`src/rtl/core/fpmu_ram.sv`:
```
// Generic single-write, single-read RAM with registered read data.
module fpmu_ram #(
  parameter int WIDTH = 32,
  parameter int DEPTH = 64
) (
  input  logic                     clk,
  input  logic                     we,
  input  logic [$clog2(DEPTH)-1:0] waddr,
  input  logic [WIDTH-1:0]         wdata,
  input  logic [$clog2(DEPTH)-1:0] raddr,
  output logic [WIDTH-1:0]         rdata_r
);

  logic [WIDTH-1:0] mem [DEPTH];

  always_ff @(posedge clk) begin
    if (we) begin
      mem[waddr] <= wdata;
    end
    rdata_r <= mem[raddr];
  end

endmodule

```
`config.mk`:
```
export PLATFORM = sky130hd
export DESIGN_NAME = fpmu_ram
export DESIGN_NICKNAME = d
export VERILOG_FILES = /design/src/rtl/core/fpmu_ram.sv
export SDC_FILE = /design/constraint.sdc
export NUM_CORES = 2
export LEC_CHECK = 0
export BUFFER_PORTS_ARGS = -buffer_cell sky130_fd_sc_hd__buf_2
export CORE_MARGIN = 5
export CORE_UTILIZATION = 33
export DETAILED_ROUTE_END_ITERATION = 10
export PLACE_DENSITY = 0.51
export SETUP_SLACK_MARGIN = 0.02
export SLEW_MARGIN = 20
export SYNTH_ARGS = -nofsm -noshare
export SYNTH_HDL_FRONTEND = slang
export SYNTH_SLANG_ARGS = --single-unit
export TNS_END_PERCENT = 20
```
`constraint.sdc`:
```
create_clock -name clk -period 5.95 [get_ports clk]
set_clock_uncertainty 0.1 [all_clocks]
set_input_delay 0 -clock clk [delete_from_list [all_inputs] [get_ports clk]]
set_output_delay 0 -clock clk [all_outputs]
set_load 0.005 [all_outputs]
```
==> reports/metrics.csv <==
stage,metric,value,unit
place,pre_cts_slack,2.07,ns
global_routing,grt_pass1_vias,38000,
sta,finalWorstSetupSlack,2.65,ns
sta,worst_pin_slew,1.19,ns
clock_tree,cts_sinks,2080,
sta,rsz0062_at_grt,no,
detailed_routing,via_per_inst,5.31,
sta,hold_viol_final,0,
global_routing,track_usage,17.4,%
worst_setup_path,critPathMaxStageDelay,0.92,ns
global_routing,grt_start_max_net_pins,110,
detailed_routing,dr.pass1.iters,7,
synth,synth_xor_area_share,0,%
pwr,finalPower,31.0,mW
worst_setup_path,cp_top_family,buffers and inverters,
synth,synthArstFlopShare,0,%
place,placed_area,83600,µm²
layout,design_area,91100,µm²
layout,n_fill_cell,21300,
pwr,p_sw_share,21.5,%
clock_tree,cts_tree,done,
place,globalplace.congestion,0.728,
synth,synth.top_cell.area_share,78.3,%
worst_setup_path,crit_path_end_kind,flop,
pwr,combPwrFrac,4.8,%
synth,synth_fp_nets,3370,
synth,synth_most_common_cell,edfxtp_1,
synth,yosys.area_share.simple,1.27,%
sta,fmax,303,MHz
worst_setup_path,cp_slowest_cell,o22ai_1,
floorplan,start_util,33.1,%
pwr,clkPwrFrac,42.7,%
layout,drive_above_1_share,29.5,%
pwr,power.density,340,nW/µm²
worst_setup_path,crit_required,6.53,ns
detailed_routing,drtIter0Drc,3935,
worst_setup_path,crit_chain,dlygate4sd3_1 -> buf_8 -> buf_4 -> mux4_2 -> mux4_2 -> o22ai_1 -> nor2_1,
global_routing,antenna_found_initial,22,
synth,synth_edf_count,2048,
synth,synth_flop_cell,edfxtp_1,
global_routing,grt.overflow.total,0,
synth,netlist_top_cells_count,"edfxtp_1 (2048), mux4_2 (544), nor2_1 (137)",
place,dp_cells,6507,
sta,fin_setup_tns,0,ns
synth,netlist_area,78500,µm²
sta,setup_viol,0,
pwr,intPower,24.3,mW
worst_setup_path,cp_num_buf_inv,3,
worst_setup_path,critPathMaxFanout,52,
global_routing,grt_pass1_wl,306000,µm
detailed_routing,antenna_left,0,
pwr,sequentialPowerShare,52.5,%
detailed_routing,avgRoutedWirePerCell,31.5,µm
clock_tree,clk_pin_slew,0.06,ns
clock_tree,clk_latency,0.85,ns
clock_tree,post_cts_buffers,0,
min_path,hold_path.class,primary input to flop,
floorplan,die_y,498,µm
layout,stdcell_count,6959,
synth,synth_fa_ha_area_share,0,%
clock_tree,cts-root-buf,clkbuf_16,
clock_tree,cts_hold_buf,47,
floorplan,die_x,498,µm
synth,synth_compound_area_share,1.67,%
synth,synth.distinct_cells,34,
detailed_routing,vias,37000,
floorplan,core_area,237000,µm²
place,io_buffers,77,
worst_setup_path,crit_arrival,3.88,ns
detailed_routing,drt-total-wl,219000,µm
sta,layout_min_cycle_time,3.30,ns
synth,ys_ff_latch,2080,
floorplan,dieArea,248000,µm²
job,maxCapViolations,0,
floorplan,pin_count,78,
clock_tree,clk_path_buf_depth,3,
synth,synth_area_leaders,"edfxtp_1 (78%), mux4_2 (16%), mux2i_1 (1.2%)",
layout,num-nets-final,3649,
clock_tree,cts_buffers,211,
outcome,status,completed,
worst_setup_path,path_common_cell,mux4_2,
synth,synth_top_family_by_area,multiplexers,
synth,syn_avg_cell_area,23.6,µm²
synth,ys_warn_count,0,
detailed_routing,drc,0,
floorplan,rows,179,
worst_setup_path,startpoint_type,primary input,
sta,fin_crit_sh,55.4,%
pwr,p_switching,6.67,mW
sta,maxSlewViolCount,0,
synth,synthMuxAreaShare,16.8,%
pwr,ir_drop,0.271,mV
sta,worst_slew_margin_rel,21.0,%
layout,area_growth_syn_to_layout,16.1,%
pwr,power.leakage,28.0,nW
synth,synth_cells,3324,
synth,synth-seq-area-share,79.1,%
clock_tree,cts_max_level,4,
clock_tree,cts.repair.resized,0,
worst_setup_path,path_class,primary input to flop,
place,dpl.hpwl,117000,µm
synth,synth_top_area_cell,edfxtp_1,
## cells in the final DEF, fill, tap and decap left out, types with 5 or more instances in the layout
cell type,count
a21oi_1,62
a22oi_1,12
a311oi_1,8
buf_12,12
buf_2,49
buf_4,133
bufinv_16,22
clkbuf_1,53
clkbuf_16,211
clkinv_1,40
clkinv_16,6
clkinv_2,41
clkinvlp_4,5
dfxtp_1,32
diode_2,8
dlygate4sd3_1,47
edfxtp_1,2048
mux2i_1,93
mux4_2,544
nand2_1,26
nand2b_1,6
nand3_1,5
nand3b_1,5
nor2_1,75
nor2_4,62
nor2b_1,14
nor3_1,5
o221ai_1,27
o22ai_1,84
## logic make-up after synthesis
group | Yosys count
DFF | 2080
and+or+nand+nor | 223
AOI/OAI and AO/OA | 202
muxes | 637
buffers and inverters | 182
## per-stage QoR
| step | hold WS [ns] | utilization, % |
|---|---|---|
| 3_5_place_dp | 0.291 | 35.2 |
| 2_1_floorplan | -0.00113 | - |
| 3_3_place_gp | 0.304 | 35.2 |
| 6_report | 0.0546 | 38.4 |
| 4_1_cts | 0.0156 | 38.3 |
| 5_1_grt | 0.0168 | 38.4 |
## cell type report
type	count	area (µm²)	area share (%)
tap	3167	3960	4.35
multi-input combinational	1062	16000	17.5
antenna	8	20.0	0.0220
timing repair buffer	248	2090	2.30
clock inverter	127	1410	1.55
clock buffer	267	5520	6.06
sequential	2080	62100	68.2
## routing by layer
metal | vias up | part of all wire (%) | track usage (%)
li1 | 14900 | - | -
met1 | 20500 | 43 | 24.3
met2 | 1268 | 48 | 27.7
met3 | 319 | 6.1 | 3.39
met4 | 10 | 3.1 | 5.74
met5 | - | 0.031 | 0
## worst register-to-register path, cell delays in order (launching register included)
cell and delay (ns):
edfxtp_1 0.36, mux4_2 0.48, mux4_2 0.48, o22ai_1 0.92
nor2_1 0.14
## path summary, 6_finish.rpt
kind	from	end	slack [ns]	cells past startpoint
hold reg to reg	mem[12][17]	rdata_r[17]	0.72	4
setup reg to reg	mem[3][11]	rdata_r[11]	3.31	4
setup / recovery	raddr[1]	rdata_r[11]	2.65	7
hold / removal	wdata[28]	mem[45][28]	0.05	2
## state kept, by name, indices dropped and copies added, names as in the netlist
signal / flops
rdata_r: 32
mem: 2048
## power groups by stage
stage          registers (mW)  logic, mW  clock network [mW]
5_1_grt                  16.3       1.58                14.1
4_1_cts                  16.3       1.50                13.5
2_1_floorplan            16.6      0.789                   0
6_report                 16.3       1.47                13.2
3_3_place_gp             16.6       1.46                   0
3_5_place_dp             16.6       1.47                   0
Power figures use the tool's default switching activity.
