===== src/rtl/core/fpmu_pkg.sv =====
// Shared types and constants of the fixed-point matrix unit.
package fpmu_pkg;

  localparam int MAX_DIM     = 8;
  localparam int STORE_DEPTH = 64;
  localparam int ADDR_W      = $clog2(STORE_DEPTH);
  localparam int DATA_W      = 32;
  localparam int DIM_W       = 4;
  localparam int CFG_IDX_W   = 3;

  localparam logic [1:0] FUNC_LOAD_A  = 2'd0;
  localparam logic [1:0] FUNC_LOAD_B  = 2'd1;
  localparam logic [1:0] FUNC_COMPUTE = 2'd2;

  localparam logic [2:0] MODE_MUL    = 3'd0;
  localparam logic [2:0] MODE_AT_MUL = 3'd1;
  localparam logic [2:0] MODE_BT_MUL = 3'd2;
  localparam logic [2:0] MODE_ADD    = 3'd3;
  localparam logic [2:0] MODE_SUB    = 3'd4;
  localparam logic [2:0] MODE_SCALE  = 3'd5;

  localparam logic [CFG_IDX_W-1:0] CFG_A_ROWS = 3'd0;
  localparam logic [CFG_IDX_W-1:0] CFG_A_COLS = 3'd1;
  localparam logic [CFG_IDX_W-1:0] CFG_B_ROWS = 3'd2;
  localparam logic [CFG_IDX_W-1:0] CFG_B_COLS = 3'd3;
  localparam logic [CFG_IDX_W-1:0] CFG_MODE   = 3'd4;
  localparam logic [CFG_IDX_W-1:0] CFG_SCALE  = 3'd5;

  typedef enum logic [1:0] {
    KIND_MAC   = 2'd0,
    KIND_ADD   = 2'd1,
    KIND_SUB   = 2'd2,
    KIND_SCALE = 2'd3
  } kind_t;

  typedef struct packed {
    logic [DIM_W-1:0]  a_rows;
    logic [DIM_W-1:0]  a_cols;
    logic [DIM_W-1:0]  b_rows;
    logic [DIM_W-1:0]  b_cols;
    logic [2:0]        op_mode;
    logic [DATA_W-1:0] scale_factor;
  } cfg_t;

  typedef struct packed {
    logic  valid;
    logic  first;
    logic  last;
    kind_t kind;
  } mac_tag_t;

endpackage


===== src/rtl/core/fpmu_mac.sv =====
// Shared multiply/add unit: operand stage, product stage, accumulate stage.
module fpmu_mac
  import fpmu_pkg::*;
(
  input  logic              clk,
  input  logic              rst_n,
  input  mac_tag_t          tag_in,
  input  logic [DATA_W-1:0] a_data,
  input  logic [DATA_W-1:0] b_data,
  input  logic [DATA_W-1:0] scale,
  output logic              acc_valid_r,
  output logic [DATA_W-1:0] acc_r
);

  mac_tag_t                 tag1_r;
  mac_tag_t                 tag2_r;
  logic [DATA_W-1:0]        op_b;
  logic signed [2*DATA_W-1:0] prod_r;
  logic [DATA_W-1:0]        sum_r;
  logic [DATA_W-1:0]        term;
  logic [DATA_W-1:0]        acc_nxt;
  logic                     acc_valid_nxt;

  // Tag follows the RAM read latency by one stage.
  assign op_b = (tag1_r.kind == KIND_SCALE) ? scale : b_data;

  // Q16.16 product: arithmetic shift by 16, truncated to 32 bits.
  assign term = (tag2_r.kind == KIND_ADD || tag2_r.kind == KIND_SUB) ?
                sum_r : prod_r[DATA_W+15:16];

  always_comb begin
    acc_nxt       = acc_r;
    acc_valid_nxt = acc_valid_r;
    if (tag2_r.valid) begin
      acc_nxt = (tag2_r.first ? '0 : acc_r) + term;
    end
    if (tag_in.valid && tag_in.first) begin
      acc_valid_nxt = 1'b0;
    end else if (tag2_r.valid && tag2_r.last) begin
      acc_valid_nxt = 1'b1;
    end
  end

  always_ff @(posedge clk) begin
    if (!rst_n) begin
      tag1_r      <= '0;
      tag2_r      <= '0;
      acc_valid_r <= 1'b0;
    end else begin
      tag1_r      <= tag_in;
      tag2_r      <= tag1_r;
      acc_valid_r <= acc_valid_nxt;
    end
  end

  always_ff @(posedge clk) begin
    prod_r <= $signed(a_data) * $signed(op_b);
    sum_r  <= (tag1_r.kind == KIND_SUB) ? (a_data - op_b) : (a_data + op_b);
    acc_r  <= acc_nxt;
  end

endmodule


===== config.mk =====
export PLATFORM = sky130hd
export DESIGN_NAME = fpmu_mac
export DESIGN_NICKNAME = d
export VERILOG_FILES = /design/src/rtl/core/fpmu_pkg.sv /design/src/rtl/core/fpmu_mac.sv
export SDC_FILE = /design/constraint.sdc
export NUM_CORES = 2
export LEC_CHECK = 0
export BUFFER_PORTS_ARGS = -buffer_cell sky130_fd_sc_hd__buf_2
export CAP_MARGIN = 20
export CELL_PAD_IN_SITES_DETAIL_PLACEMENT = 1
export CELL_PAD_IN_SITES_GLOBAL_PLACEMENT = 2
export CORE_UTILIZATION = 45
export CTS_CLUSTER_DIAMETER = 120
export CTS_CLUSTER_SIZE = 28
export DETAILED_ROUTE_END_ITERATION = 12
export PLACE_DENSITY = 0.91
export SYNTH_ARGS = -nofsm -noshare
export SYNTH_HDL_FRONTEND = slang
export SYNTH_SLANG_ARGS = --single-unit

===== constraint.sdc =====
create_clock -name clk -period 16.2 [get_ports clk]
set_input_delay 3.24 -clock clk [delete_from_list [all_inputs] [get_ports clk]]
set_output_delay 3.24 -clock clk [all_outputs]
set_load 0.005 [all_outputs]

==> flow_metrics.tcl <==
set metrics [dict create \
    status "completed" \
    rsz0062_at_grt "no" \
    numPortBuffers 135 \
    max_slew_margin 0.257 \
    grt_first_pass_wirelength_um 184000 \
    setup_viol 0 \
    layout_worst_path_cycle_share 0.703 \
    timing.fmax_ghz 0.0878 \
    drtIter0Drc 1744 \
    cp_data_arrival_time_ns 11.69 \
    cts.sinks 107 \
    core_um2 78000 \
    async_flop_share 0 \
    die_x_um 284 \
    avgSynthCellArea_um2 9.14 \
    synth_area_um2 35700 \
    cp_max_fo 21 \
    period_minus_slack_ns 11.39 \
    cts_made_buffers 9 \
    startpoint_type "input pin" \
    dp_hpwl_um 88600 \
    fin_skew_ns 0.0120 \
    syn-num-nets 5075 \
    ys.warnings.count 0 \
    drtAntennaViolNets 0 \
    place_congestion 0.928 \
    hold_viol 0 \
    drive_gt1_frac 0.0676 \
    crit_required_ns 16.50 \
    wire_per_inst_um 23.7 \
    yosysSeqAreaShare 0.0690 \
    synth_flop_cell "dfxtp_1" \
    cts_buffer_depth 2 \
    pin_count 136 \
    cts_tree "built" \
    clockRootBuffer "clkbuf_16" \
    start_util 0.458 \
    area_delta_synth_final_pct 5.45 \
    slew_violations 0 \
    critPathCaptureType "flip-flop" \
    htree_levels 3 \
    post-cts-setup-buffers 0 \
    grt_overflow_total 0 \
    tightest_slew_ns 1.11 \
    wirelength_um 117000 \
    num-fill-cells 9047 \
    vias 27100 \
    fin_nets 5072 \
    drc 0 \
    die-area_um2 80400 \
    die-height_um 284 \
    setup_tns_ns 0 \
    path_clk_slew_ns 0.09 \
    ys_types 75 \
    grt_pass1_vias 30700 \
    routed_via_density 5.47 \
    antenna_found_initial 8 \
    first_pass_iters 7 \
    gr-usage-all-layers 0.302 \
    cts_hold_buffers 0 \
    worstHoldPathType "flip-flop to flip-flop" \
    maxCapViolCount 0 \
    clk_latency_ns 0.38 \
    grt_max_degree 39 \
    postCtsResizedCells 0 \
    synth_seq_cells 107 \
    worstSetupPathType "input pin to flip-flop" \
    rows 102 \
    synth_edf_count 32 \
    netlist_instances 3906 \
]
per-stage QoR:
stage               utilization  setup slack (ns)  cells  instance area (um^2)  hold slack [ns]
detailed placement        0.478              4.36   4931                 37300            0.430
global route              0.483              4.50   4950                 37600            0.465
CTS                       0.482              4.74   4947                 37600            0.454
floorplan                     -              6.06   3906                 35700            0.412
finish                    0.483              4.81   4951                 37600            0.450
global placement          0.478              4.48   4931                 37300            0.416
cells by family (layout without fill, tap and decap cells):
logic type / Yosys count / in the layout / share of synthesized area
AO/OA/AOI/OAI: 264 / 264 / 0.0486
XOR/XNOR: 157 / 157 / 0.0385
adder cells (fa/ha/maj): 1066 / 1066 / 0.550
buffers and inverters: 1026 / 1028 / 0.108
flip-flops: 107 / 107 / 0.0690
multiplexers: 54 / 54 / 0.0168
other: 0 / 3 / 0
AND/OR/NAND/NOR: 1232 / 1232 / 0.168
cell usage in the layout, fill, tap and decap left out, types with 4 or more instances in the layout:
| cell type | synthesis | final |
|---|---|---|
| clkbuf_16 | 0 | 9 |
| o31ai_1 | 4 | 4 |
| mux2i_1 | 18 | 17 |
| ha_1 | 226 | 226 |
| o21a_1 | 17 | 17 |
| a21o_1 | 49 | 49 |
| nand2_2 | 2 | 6 |
| buf_2 | 5 | 135 |
| nand3_1 | 15 | 15 |
| and3_1 | 12 | 12 |
| o21bai_1 | 11 | 11 |
| a31oi_1 | 9 | 9 |
| fa_1 | 840 | 840 |
| inv_1 | 837 | 837 |
| and2_1 | 336 | 336 |
| nor2_1 | 94 | 94 |
| nand2_1 | 597 | 593 |
| a211oi_1 | 9 | 9 |
| nor3_1 | 21 | 21 |
| or2_2 | 11 | 11 |
| a21oi_1 | 77 | 77 |
| edfxtp_1 | 32 | 32 |
| nand2b_1 | 14 | 14 |
| xnor2_1 | 119 | 118 |
| or3_1 | 9 | 9 |
| dfxtp_1 | 75 | 75 |
| xor2_1 | 38 | 38 |
| o211ai_1 | 4 | 4 |
| nand4_1 | 4 | 4 |
| nor2b_1 | 95 | 95 |
| buf_4 | 0 | 39 |
| o21ai_0 | 47 | 47 |
| mux2_2 | 32 | 32 |
worst paths after layout:
path / slack, ns / startpoint / cells after the start / endpoint
max: 4.81 / scale[3] / 26 / prod_r[46]
min: 0.45 / tag1_r[3] / 1 / tag2_r[3]
max reg2reg: 6.61 / tag1_r[1] / 26 / prod_r[46]
min reg2reg: 0.45 / tag1_r[3] / 1 / tag2_r[3]
synthesized netlist by cell type, drive strengths merged, types with 10 or more instances:
library cell / number / area (um^2)
a21o: 49 / 368
inv: 837 / 3140
a31oi: 10 / 68.8
a21oi: 78 / 394
nand2b: 14 / 87.6
mux2i: 20 / 208
ha: 226 / 2830
and3: 12 / 75.1
o21ai: 48 / 240
edfxtp: 32 / 961
o21a: 17 / 128
nand2: 599 / 2250
clkbuf: 175 / 657
nor2: 96 / 365
buf: 14 / 66.3
nor2b: 95 / 594
fa: 840 / 16800
xnor2: 119 / 1040
dfxtp: 75 / 1500
nand3: 15 / 75.1
and2: 337 / 2110
or2: 11 / 68.8
o21bai: 11 / 82.6
xor2: 38 / 333
nor3: 21 / 105
mux2: 34 / 390
layer usage:
layer | track usage | up-vias | routed length [um]
li1 | - | 11500 | -
met1 | 0.400 | 14300 | 47900
met2 | 0.504 | 1044 | 56000
met3 | 0.0404 | 244 | 8400
met4 | 0.111 | 0 | 4790
met5 | 0 | - | 0
sequential cells by signal (all words and copies together), names as in the netlist:
signal	flops
acc_r	32
acc_valid_r	1
prod_r	32
sum_r	32
tag1_r	5
tag2_r	5
final cells by class:
cell class | count | area [um^2] | area share
flip-flops and latches | 107 | 2460 | 0.0654
clock inverters | 7 | 91.3 | 0.00243
repair buffers | 175 | 996 | 0.0265
clock buffers | 9 | 225 | 0.00598
multi-input cells | 2773 | 29400 | 0.781
diodes | 3 | 7.51 | 0.000199
inverters | 837 | 3140 | 0.0835
well taps | 1040 | 1300 | 0.0346
worst max-delay path, cell delays in order:
cell and delay (ns):
buf_2 0.09, nand2_1 0.05, nand2_1 0.75, buf_4 0.39, nand2_1 0.13, fa_1 0.62, fa_1 0.45, fa_1 0.53
fa_1 0.56, inv_1 0.07, fa_1 0.50, fa_1 0.53, fa_1 0.50, inv_1 0.08, fa_1 0.48, inv_1 0.04
ha_1 0.32, a21o_1 0.17, a21oi_1 0.22, a21boi_0 0.20, o21ai_0 0.61, a21oi_1 0.19, o21bai_1 0.15, o21ba_2 0.19
or4b_1 0.51, o311ai_1 0.10
Power is left out: the tool's default activity adds up to more than one toggle a clock period on the data nets, which glitch-free logic cannot reach.
