--- config.mk ---
export PLATFORM = sky130hd
export DESIGN_NAME = fpmu_ctrl
export DESIGN_NICKNAME = d
export VERILOG_FILES = /design/src/rtl/core/fpmu_pkg.sv /design/src/rtl/core/fpmu_ctrl.sv
export SDC_FILE = /design/constraint.sdc
export NUM_CORES = 1
export LEC_CHECK = 0
export ABC_CLOCK_PERIOD_IN_PS = 5400
export BUFFER_PORTS_ARGS = -buffer_cell sky130_fd_sc_hd__clkbuf_2
export CAP_MARGIN = 20
export CORE_UTILIZATION = 35
export CTS_BUF_LIST = sky130_fd_sc_hd__clkbuf_8
export DETAILED_ROUTE_END_ITERATION = 8
export MAX_ROUTING_LAYER = met4
export PLACE_DENSITY = 0.65
export SLEW_MARGIN = 0
export SYNTH_ARGS = -nofsm -noshare
export SYNTH_HDL_FRONTEND = slang
export SYNTH_SLANG_ARGS = --single-unit
--- constraint.sdc ---
create_clock -name clk -period 5.4 [get_ports clk]
set_input_delay 0.27 -clock clk [delete_from_list [all_inputs] [get_ports clk]]
set_output_delay 0.27 -clock clk [all_outputs]
set_load 0.02 [all_outputs]
--- src/rtl/core/fpmu_pkg.sv ---
// Shared types and constants of the fixed-point matrix unit.
package fpmu_pkg;

  localparam int MAX_DIM     = 8;
  localparam int STORE_DEPTH = 64;
  localparam int ADDR_W      = $clog2(STORE_DEPTH);
  localparam int DATA_W      = 32;
  localparam int DIM_W       = 4;
  localparam int CFG_IDX_W   = 3;

  localparam logic [1:0] FUNC_LOAD_A  = 2'd0;
  localparam logic [1:0] FUNC_LOAD_B  = 2'd1;
  localparam logic [1:0] FUNC_COMPUTE = 2'd2;

  localparam logic [2:0] MODE_MUL    = 3'd0;
  localparam logic [2:0] MODE_AT_MUL = 3'd1;
  localparam logic [2:0] MODE_BT_MUL = 3'd2;
  localparam logic [2:0] MODE_ADD    = 3'd3;
  localparam logic [2:0] MODE_SUB    = 3'd4;
  localparam logic [2:0] MODE_SCALE  = 3'd5;

  localparam logic [CFG_IDX_W-1:0] CFG_A_ROWS = 3'd0;
  localparam logic [CFG_IDX_W-1:0] CFG_A_COLS = 3'd1;
  localparam logic [CFG_IDX_W-1:0] CFG_B_ROWS = 3'd2;
  localparam logic [CFG_IDX_W-1:0] CFG_B_COLS = 3'd3;
  localparam logic [CFG_IDX_W-1:0] CFG_MODE   = 3'd4;
  localparam logic [CFG_IDX_W-1:0] CFG_SCALE  = 3'd5;

  typedef enum logic [1:0] {
    KIND_MAC   = 2'd0,
    KIND_ADD   = 2'd1,
    KIND_SUB   = 2'd2,
    KIND_SCALE = 2'd3
  } kind_t;

  typedef struct packed {
    logic [DIM_W-1:0]  a_rows;
    logic [DIM_W-1:0]  a_cols;
    logic [DIM_W-1:0]  b_rows;
    logic [DIM_W-1:0]  b_cols;
    logic [2:0]        op_mode;
    logic [DATA_W-1:0] scale_factor;
  } cfg_t;

  typedef struct packed {
    logic  valid;
    logic  first;
    logic  last;
    kind_t kind;
  } mac_tag_t;

endpackage

--- src/rtl/core/fpmu_ctrl.sv ---
// Sequencer: dimension check, operand address walk and output word register.
module fpmu_ctrl
  import fpmu_pkg::*;
(
  input  logic              clk,
  input  logic              rst_n,
  input  cfg_t              cfg,
  input  logic              in_valid,
  input  logic [1:0]        in_func,
  output logic              in_stall,
  output logic [ADDR_W-1:0] a_raddr,
  output logic [ADDR_W-1:0] b_raddr,
  output mac_tag_t          tag,
  input  logic              acc_valid,
  input  logic [DATA_W-1:0] acc_value,
  output logic              out_valid_r,
  input  logic              out_stall,
  output logic [DATA_W-1:0] out_value_r,
  output logic [ADDR_W-1:0] out_index_r,
  output logic              out_last_r,
  output logic              out_err_r
);

  typedef enum logic [3:0] {
    S_IDLE  = 4'b0001,
    S_ISSUE = 4'b0010,
    S_WAIT  = 4'b0100,
    S_ERR   = 4'b1000
  } state_t;

  state_t state_r, state_nxt;
  logic [DIM_W-1:0]  r_r, r_nxt, c_r, c_nxt, e_r, e_nxt;
  logic [ADDR_W-1:0] pos_r, pos_nxt;

  logic [DIM_W-1:0]   rr, rc, k_len;
  logic [2*DIM_W-1:0] total;
  logic               ok, shape_a, shape_b;
  logic               accept, slot_free, elem_last, e_last;
  logic               out_load, out_err_load;
  kind_t              kind;
  logic [2*DIM_W:0]   a_full, b_full;

  function automatic logic dim_ok(input logic [DIM_W-1:0] d);
    return (d != '0) && ({1'b0, d} <= (DIM_W+1)'(MAX_DIM));
  endfunction

  function automatic logic shape_ok(input logic [DIM_W-1:0] r, input logic [DIM_W-1:0] c);
    logic [2*DIM_W-1:0] n;
    n = {{DIM_W{1'b0}}, r} * {{DIM_W{1'b0}}, c};
    return dim_ok(r) && dim_ok(c) && (n <= (2*DIM_W)'(STORE_DEPTH));
  endfunction

  assign shape_a = shape_ok(cfg.a_rows, cfg.a_cols);
  assign shape_b = shape_ok(cfg.b_rows, cfg.b_cols);

  // Result shape, inner length, operation kind and dimension check for the current mode.
  always_comb begin
    rr    = cfg.a_rows;
    rc    = cfg.a_cols;
    k_len = {{(DIM_W-1){1'b0}}, 1'b1};
    kind  = KIND_MAC;
    ok    = 1'b0;
    case (cfg.op_mode)
      MODE_MUL: begin
        rc    = cfg.b_cols;
        k_len = cfg.a_cols;
        ok    = shape_a && shape_b && (cfg.a_cols == cfg.b_rows);
      end
      MODE_AT_MUL: begin
        rr    = cfg.a_cols;
        rc    = cfg.b_cols;
        k_len = cfg.a_rows;
        ok    = shape_a && shape_b && (cfg.a_rows == cfg.b_rows);
      end
      MODE_BT_MUL: begin
        rc    = cfg.b_rows;
        k_len = cfg.a_cols;
        ok    = shape_a && shape_b && (cfg.a_cols == cfg.b_cols);
      end
      MODE_ADD, MODE_SUB: begin
        kind = (cfg.op_mode == MODE_ADD) ? KIND_ADD : KIND_SUB;
        ok   = shape_a && shape_b && (cfg.a_rows == cfg.b_rows) &&
               (cfg.a_cols == cfg.b_cols);
      end
      MODE_SCALE: begin
        kind = KIND_SCALE;
        ok   = shape_a;
      end
      default: begin
        ok = 1'b0;
      end
    endcase
  end

  assign total = {{DIM_W{1'b0}}, rr} * {{DIM_W{1'b0}}, rc};

  // Operand addresses in row-major order.
  always_comb begin
    a_full = {{(DIM_W+1){1'b0}}, pos_r[DIM_W-1:0]};
    b_full = a_full;
    case (cfg.op_mode)
      MODE_MUL: begin
        a_full = {{(DIM_W+1){1'b0}}, r_r} * {{(DIM_W+1){1'b0}}, cfg.a_cols}
                 + {{(DIM_W+1){1'b0}}, e_r};
        b_full = {{(DIM_W+1){1'b0}}, e_r} * {{(DIM_W+1){1'b0}}, cfg.b_cols}
                 + {{(DIM_W+1){1'b0}}, c_r};
      end
      MODE_AT_MUL: begin
        a_full = {{(DIM_W+1){1'b0}}, e_r} * {{(DIM_W+1){1'b0}}, cfg.a_cols}
                 + {{(DIM_W+1){1'b0}}, r_r};
        b_full = {{(DIM_W+1){1'b0}}, e_r} * {{(DIM_W+1){1'b0}}, cfg.b_cols}
                 + {{(DIM_W+1){1'b0}}, c_r};
      end
      MODE_BT_MUL: begin
        a_full = {{(DIM_W+1){1'b0}}, r_r} * {{(DIM_W+1){1'b0}}, cfg.a_cols}
                 + {{(DIM_W+1){1'b0}}, e_r};
        b_full = {{(DIM_W+1){1'b0}}, c_r} * {{(DIM_W+1){1'b0}}, cfg.b_cols}
                 + {{(DIM_W+1){1'b0}}, e_r};
      end
      default: begin
        a_full = {{(2*DIM_W+1-ADDR_W){1'b0}}, pos_r};
        b_full = a_full;
      end
    endcase
  end

  assign a_raddr = a_full[ADDR_W-1:0];
  assign b_raddr = b_full[ADDR_W-1:0];

  assign in_stall  = (state_r != S_IDLE);
  assign accept    = in_valid && !in_stall;
  assign slot_free = !out_valid_r || !out_stall;
  assign e_last    = (e_r == k_len - 1'b1);
  assign elem_last = (({{DIM_W{1'b0}}, pos_r} + 1'b1) == {{(ADDR_W-DIM_W){1'b0}}, total});

  always_comb begin
    state_nxt    = state_r;
    r_nxt        = r_r;
    c_nxt        = c_r;
    e_nxt        = e_r;
    pos_nxt      = pos_r;
    tag          = '0;
    tag.kind     = kind;
    out_load     = 1'b0;
    out_err_load = 1'b0;
    case (state_r)
      S_IDLE: begin
        if (accept && in_func == FUNC_COMPUTE) begin
          r_nxt     = '0;
          c_nxt     = '0;
          e_nxt     = '0;
          pos_nxt   = '0;
          state_nxt = ok ? S_ISSUE : S_ERR;
        end
      end
      S_ISSUE: begin
        tag.valid = 1'b1;
        tag.first = (e_r == '0);
        tag.last  = e_last;
        if (e_last) begin
          e_nxt     = '0;
          state_nxt = S_WAIT;
        end else begin
          e_nxt = e_r + 1'b1;
        end
      end
      S_WAIT: begin
        if (acc_valid && slot_free) begin
          out_load = 1'b1;
          if (elem_last) begin
            state_nxt = S_IDLE;
          end else begin
            pos_nxt   = pos_r + 1'b1;
            state_nxt = S_ISSUE;
            if (c_r == rc - 1'b1) begin
              c_nxt = '0;
              r_nxt = r_r + 1'b1;
            end else begin
              c_nxt = c_r + 1'b1;
            end
          end
        end
      end
      S_ERR: begin
        if (slot_free) begin
          out_err_load = 1'b1;
          state_nxt    = S_IDLE;
        end
      end
      default: begin
        state_nxt = S_IDLE;
      end
    endcase
  end

  always_ff @(posedge clk) begin
    if (!rst_n) begin
      state_r     <= S_IDLE;
      out_valid_r <= 1'b0;
    end else begin
      state_r     <= state_nxt;
      out_valid_r <= out_load || out_err_load || (out_valid_r && out_stall);
    end
  end

  always_ff @(posedge clk) begin
    r_r   <= r_nxt;
    c_r   <= c_nxt;
    e_r   <= e_nxt;
    pos_r <= pos_nxt;
    if (out_load) begin
      out_value_r <= acc_value;
      out_index_r <= pos_r;
      out_last_r  <= elem_last;
      out_err_r   <= 1'b0;
    end else if (out_err_load) begin
      out_value_r <= '0;
      out_index_r <= '0;
      out_last_r  <= 1'b1;
      out_err_r   <= 1'b1;
    end
  end

  a_no_overwrite: assert property (@(posedge clk) disable iff (!rst_n)
    (out_load || out_err_load) |-> !(out_valid_r && out_stall))
    else $error("output word loaded over a stalled word");

  a_err_word: assert property (@(posedge clk) disable iff (!rst_n)
    (out_valid_r && out_err_r) |-> (out_last_r && out_index_r == '0))
    else $error("error word without last marker or with nonzero index");

  a_wait_hold: assert property (@(posedge clk) disable iff (!rst_n)
    (state_r == S_WAIT && !acc_valid) |=> (state_r == S_WAIT))
    else $error("sequencer left wait before the accumulator finished");

  a_inner_bound: assert property (@(posedge clk) disable iff (!rst_n)
    (state_r == S_ISSUE) |-> (e_r < k_len))
    else $error("inner index ran past the inner dimension");

endmodule

==> qor.yml <==
run_status:
  status: "completed"
timing:
  fin_crit_ns: 4.641
  tightest_slew_ns: 0.7734
  final-max-slew-violation-count: 0
  setup_viol: 0
  skew_ns: 0.006093
  grt_setup_unrepaired: "no"
  hold_viol_final: 0
  max_freq_mhz: 215.4
  finalSetupTns_ns: 0
  slew_headroom: 0.4844
  fin_crit_sh: 0.8595
logic_synthesis:
  synth_top_cell_by_area: "edfxtp_1"
  avgSynthCellArea_um2: 9.158
  syn_area_um2: 7024
  yosysWarnings: 0
  async_reset_ff_frac: 0
  syn_inst: 767
  synth.most_common_cell: "inv_1"
  netlist_top_cells_count: "93 x inv_1, 88 x and2_1, 87 x ha_1"
  yosysSeqAreaShare: 0.2608
  synth_nets: 980
  synth_top_area_share: 0.2437
  synth-edff-count: 57
  yosys.cell_types.count: 66
  ys_top_cells_by_area: "edfxtp_1 24%, ha_1 15%, fa_1 10%, and2_1 7.8%, xnor2_1 6.1%"
  synth_seq_cells: 63
  ys.flop_type: "edfxtp_1"
power:
  p_int_mw: 1.022
  vdd_drop_max_uv: 107.7
  netSwitchingFraction: 0.3260
  leakagePower_nw: 3.797
  p_comb_frac: 0.349
  power_density_nw_per_um2: 187.7
  power.net_switching_mw: 0.4944
  seqPwrFrac: 0.355
  clockPowerShare: 0.296
die:
  fp.dieW_um: 143.7
  die_h_um: 143.7
  pin_count: 149
  rows: 51
  start_util: 0.3586
  coreArea_um2: 19590
  die_area_um2: 20640
clock_tree:
  cts_buffers: 9
  postCtsHoldBufs: 0
  root_buffer: "clkbuf_8"
  cts.clk_slew.worst_paths_ns: 0.07
  htree_levels: 3
  cts_resized: 0
  cts_tree: "yes"
  cts_num_sinks: 63
  clk_latency_ns: 0.34
  clock_path_buffers: 2
  cts_setup_buffers: 0
critical_path:
  crit_buf_inv: 3
  max_stage_delay_ns: 0.66
  cp_slowest_cell: "edfxtp_1"
  r2r_setup_slack_ns: 2.79
  path_max_fanout: 15
  critPathKind: "flip-flop to output pin"
  timing.reg2reg.worst_path_depth: 4
  r2r_start: "state_r[3]"
  worstPathArrival_ns: 4.37
  critPathLaunchType: "flip-flop"
  crit_family: "adder cells"
  cpMostUsedCell: "fa_1"
  crit_chain: "and2_1 -> fa_1 -> inv_1 -> fa_1 -> fa_1 -> inv_1 -> ha_1 -> a21o_1 -> a21oi_1 -> xnor2_1 -> o22ai_1 -> a22o_1 -> clkbuf_2"
  end_kind: "output pin"
  cp_num_cells: 13
  rr_endpoint: "out_index_r[0]"
  crit_required_ns: 5.13
global_routing:
  use_met1: 0.2386
  grt_first_pass_wirelength_mm: 28.10
  overflow: 0
  top_usage_layer: "met2"
  grt_max_degree: 41
  grt_pass1_vias: 5489
  met2_usage: 0.2976
  antenna_found_initial: 0
  grt.total_usage: 0.1804
  grt_util_met3: 0.02466
place:
  hpwlAfterDp_mm: 13.98
  numPortBuffers: 116
  placed_cells: 1123
  gp_congestion: 0.9051
detailed_routing:
  drtAntennaViolNets: 0
  drc_errors: 0
  drtIter0Drc: 268
  wirelength_mm: 17.29
  vias: 5528
  dr.pass1.iters: 5
  detail_route.wl_per_cell_um: 15.18
  vias_per_cell: 4.853
min_path:
  holdPathEnd: "state_r[0]"
  hp-start: "rst_n"
  hold_depth: 2
  hold_class: "input port to flip-flop"
finish:
  antenna_cells: 0
  drive_above_1_share: 0.1842
  finalNonFillerCells: 1139
  area_growth_pct: 15.03
  nFillCells: 1995
  multiInputGateArea_um2: 4661
  seq_area_um2: 1832
  nets: 1082
job:
  cap_violations: 0
-- how the worst max path moves through the flow --
| stage | start | to |
|---|---|---|
| CTS | e_r[0] | b_raddr[5] |
| global route | e_r[0] | a_raddr[5] |
| detailed placement | cfg[34] | r_r[0] |
| global placement | cfg[34] | r_r[0] |
| floorplan | cfg[34] | c_r[0] |
| finish | e_r[0] | b_raddr[5] |
-- flip-flops by register name (all words and copies together) (netlist names) --
name and cells:
out_err_r 1, state_r 4, out_value_r 32, out_last_r 1, out_valid_r 1, c_r 4, r_r 4, pos_r 6
e_r 4, out_index_r 6
-- layout by cell type (no fill, tap or decap), types with 3 or more instances in the layout --
cell type  instances
nor3_1             6
a21o_1             8
xor2_1            26
clkbuf_8           9
xnor2_1           49
a21oi_1           26
o311a_1            5
o22a_1             3
nand3b_1           3
nand4_1            4
nand2b_1           5
nand2_1           57
o21a_1             4
nor2_1            60
fa_1              36
mux2i_1            5
nand3_1           13
inv_1             93
o21ai_0           16
or2_2              4
and2_1            88
buf_4             13
o22ai_1            6
ha_1              87
dfxtp_1            6
nor4b_1            4
edfxtp_1          57
o211ai_1           4
clkbuf_2         116
nor4_1             3
nor2b_1            9
-- metal layers --
metal | wire length, um | part of all wire | up-vias
li1 | - | - | 2746
met1 | 8028 | 0.46 | 2676
met2 | 8549 | 0.49 | 96
met3 | 566 | 0.033 | 10
met4 | 143 | 0.0083 | 0
met5 | 0 | 0 | -
-- area by class of cell --
type                    count  area share
well taps                 265     0.04103
flip-flops and latches     63      0.2267
multi-input cells         571      0.5768
clock buffers               9     0.01533
clock inverters             7     0.01208
inverters                  95     0.04413
repair buffers            129     0.08393
-- power by group through the flow --
stage               clock [mW]  sequential, mW  combinational [mW]
floorplan                    0           0.546               0.402
global placement             0           0.549               0.521
detailed placement           0           0.549               0.529
CTS                      0.461           0.539               0.533
global route             0.485           0.539               0.602
finish                   0.449           0.539               0.529
-- worst register-to-register path, cell delays in order (launching register included) --
cell and delay (ns):
dfxtp_1 0.34, or4b_1 0.73, nor2_2 0.20, a21o_1 0.61
buf_4 0.40
-- metrics by stage --
step	power (mW)	utilization	hold slack [ns]	cell area (um^2)	setup slack (ns)
after floorplan	0.9479	-	0.3257	7024	0.8839
after global placement	1.070	0.4012	0.4494	7859	0.6299
after detailed placement	1.079	0.4012	0.4592	7859	0.5965
after CTS	1.533	0.4125	0.1260	8080	0.7356
after global routing	1.626	0.4125	0.1381	8080	0.4849
final	1.517	0.4125	0.1576	8080	0.7585
-- cells by family after synthesis --
family | count (synthesis) | share of synthesized area
AO/OA/AOI/OAI | 97 | 0.09886
XOR/XNOR | 76 | 0.09583
adder cells (fa/ha/maj) | 123 | 0.2576
buffers and inverters | 133 | 0.07606
flip-flops | 63 | 0.2608
multiplexers | 5 | 0.007125
AND/OR/NAND/NOR | 270 | 0.2038
(Power assumes the default switching activity.)
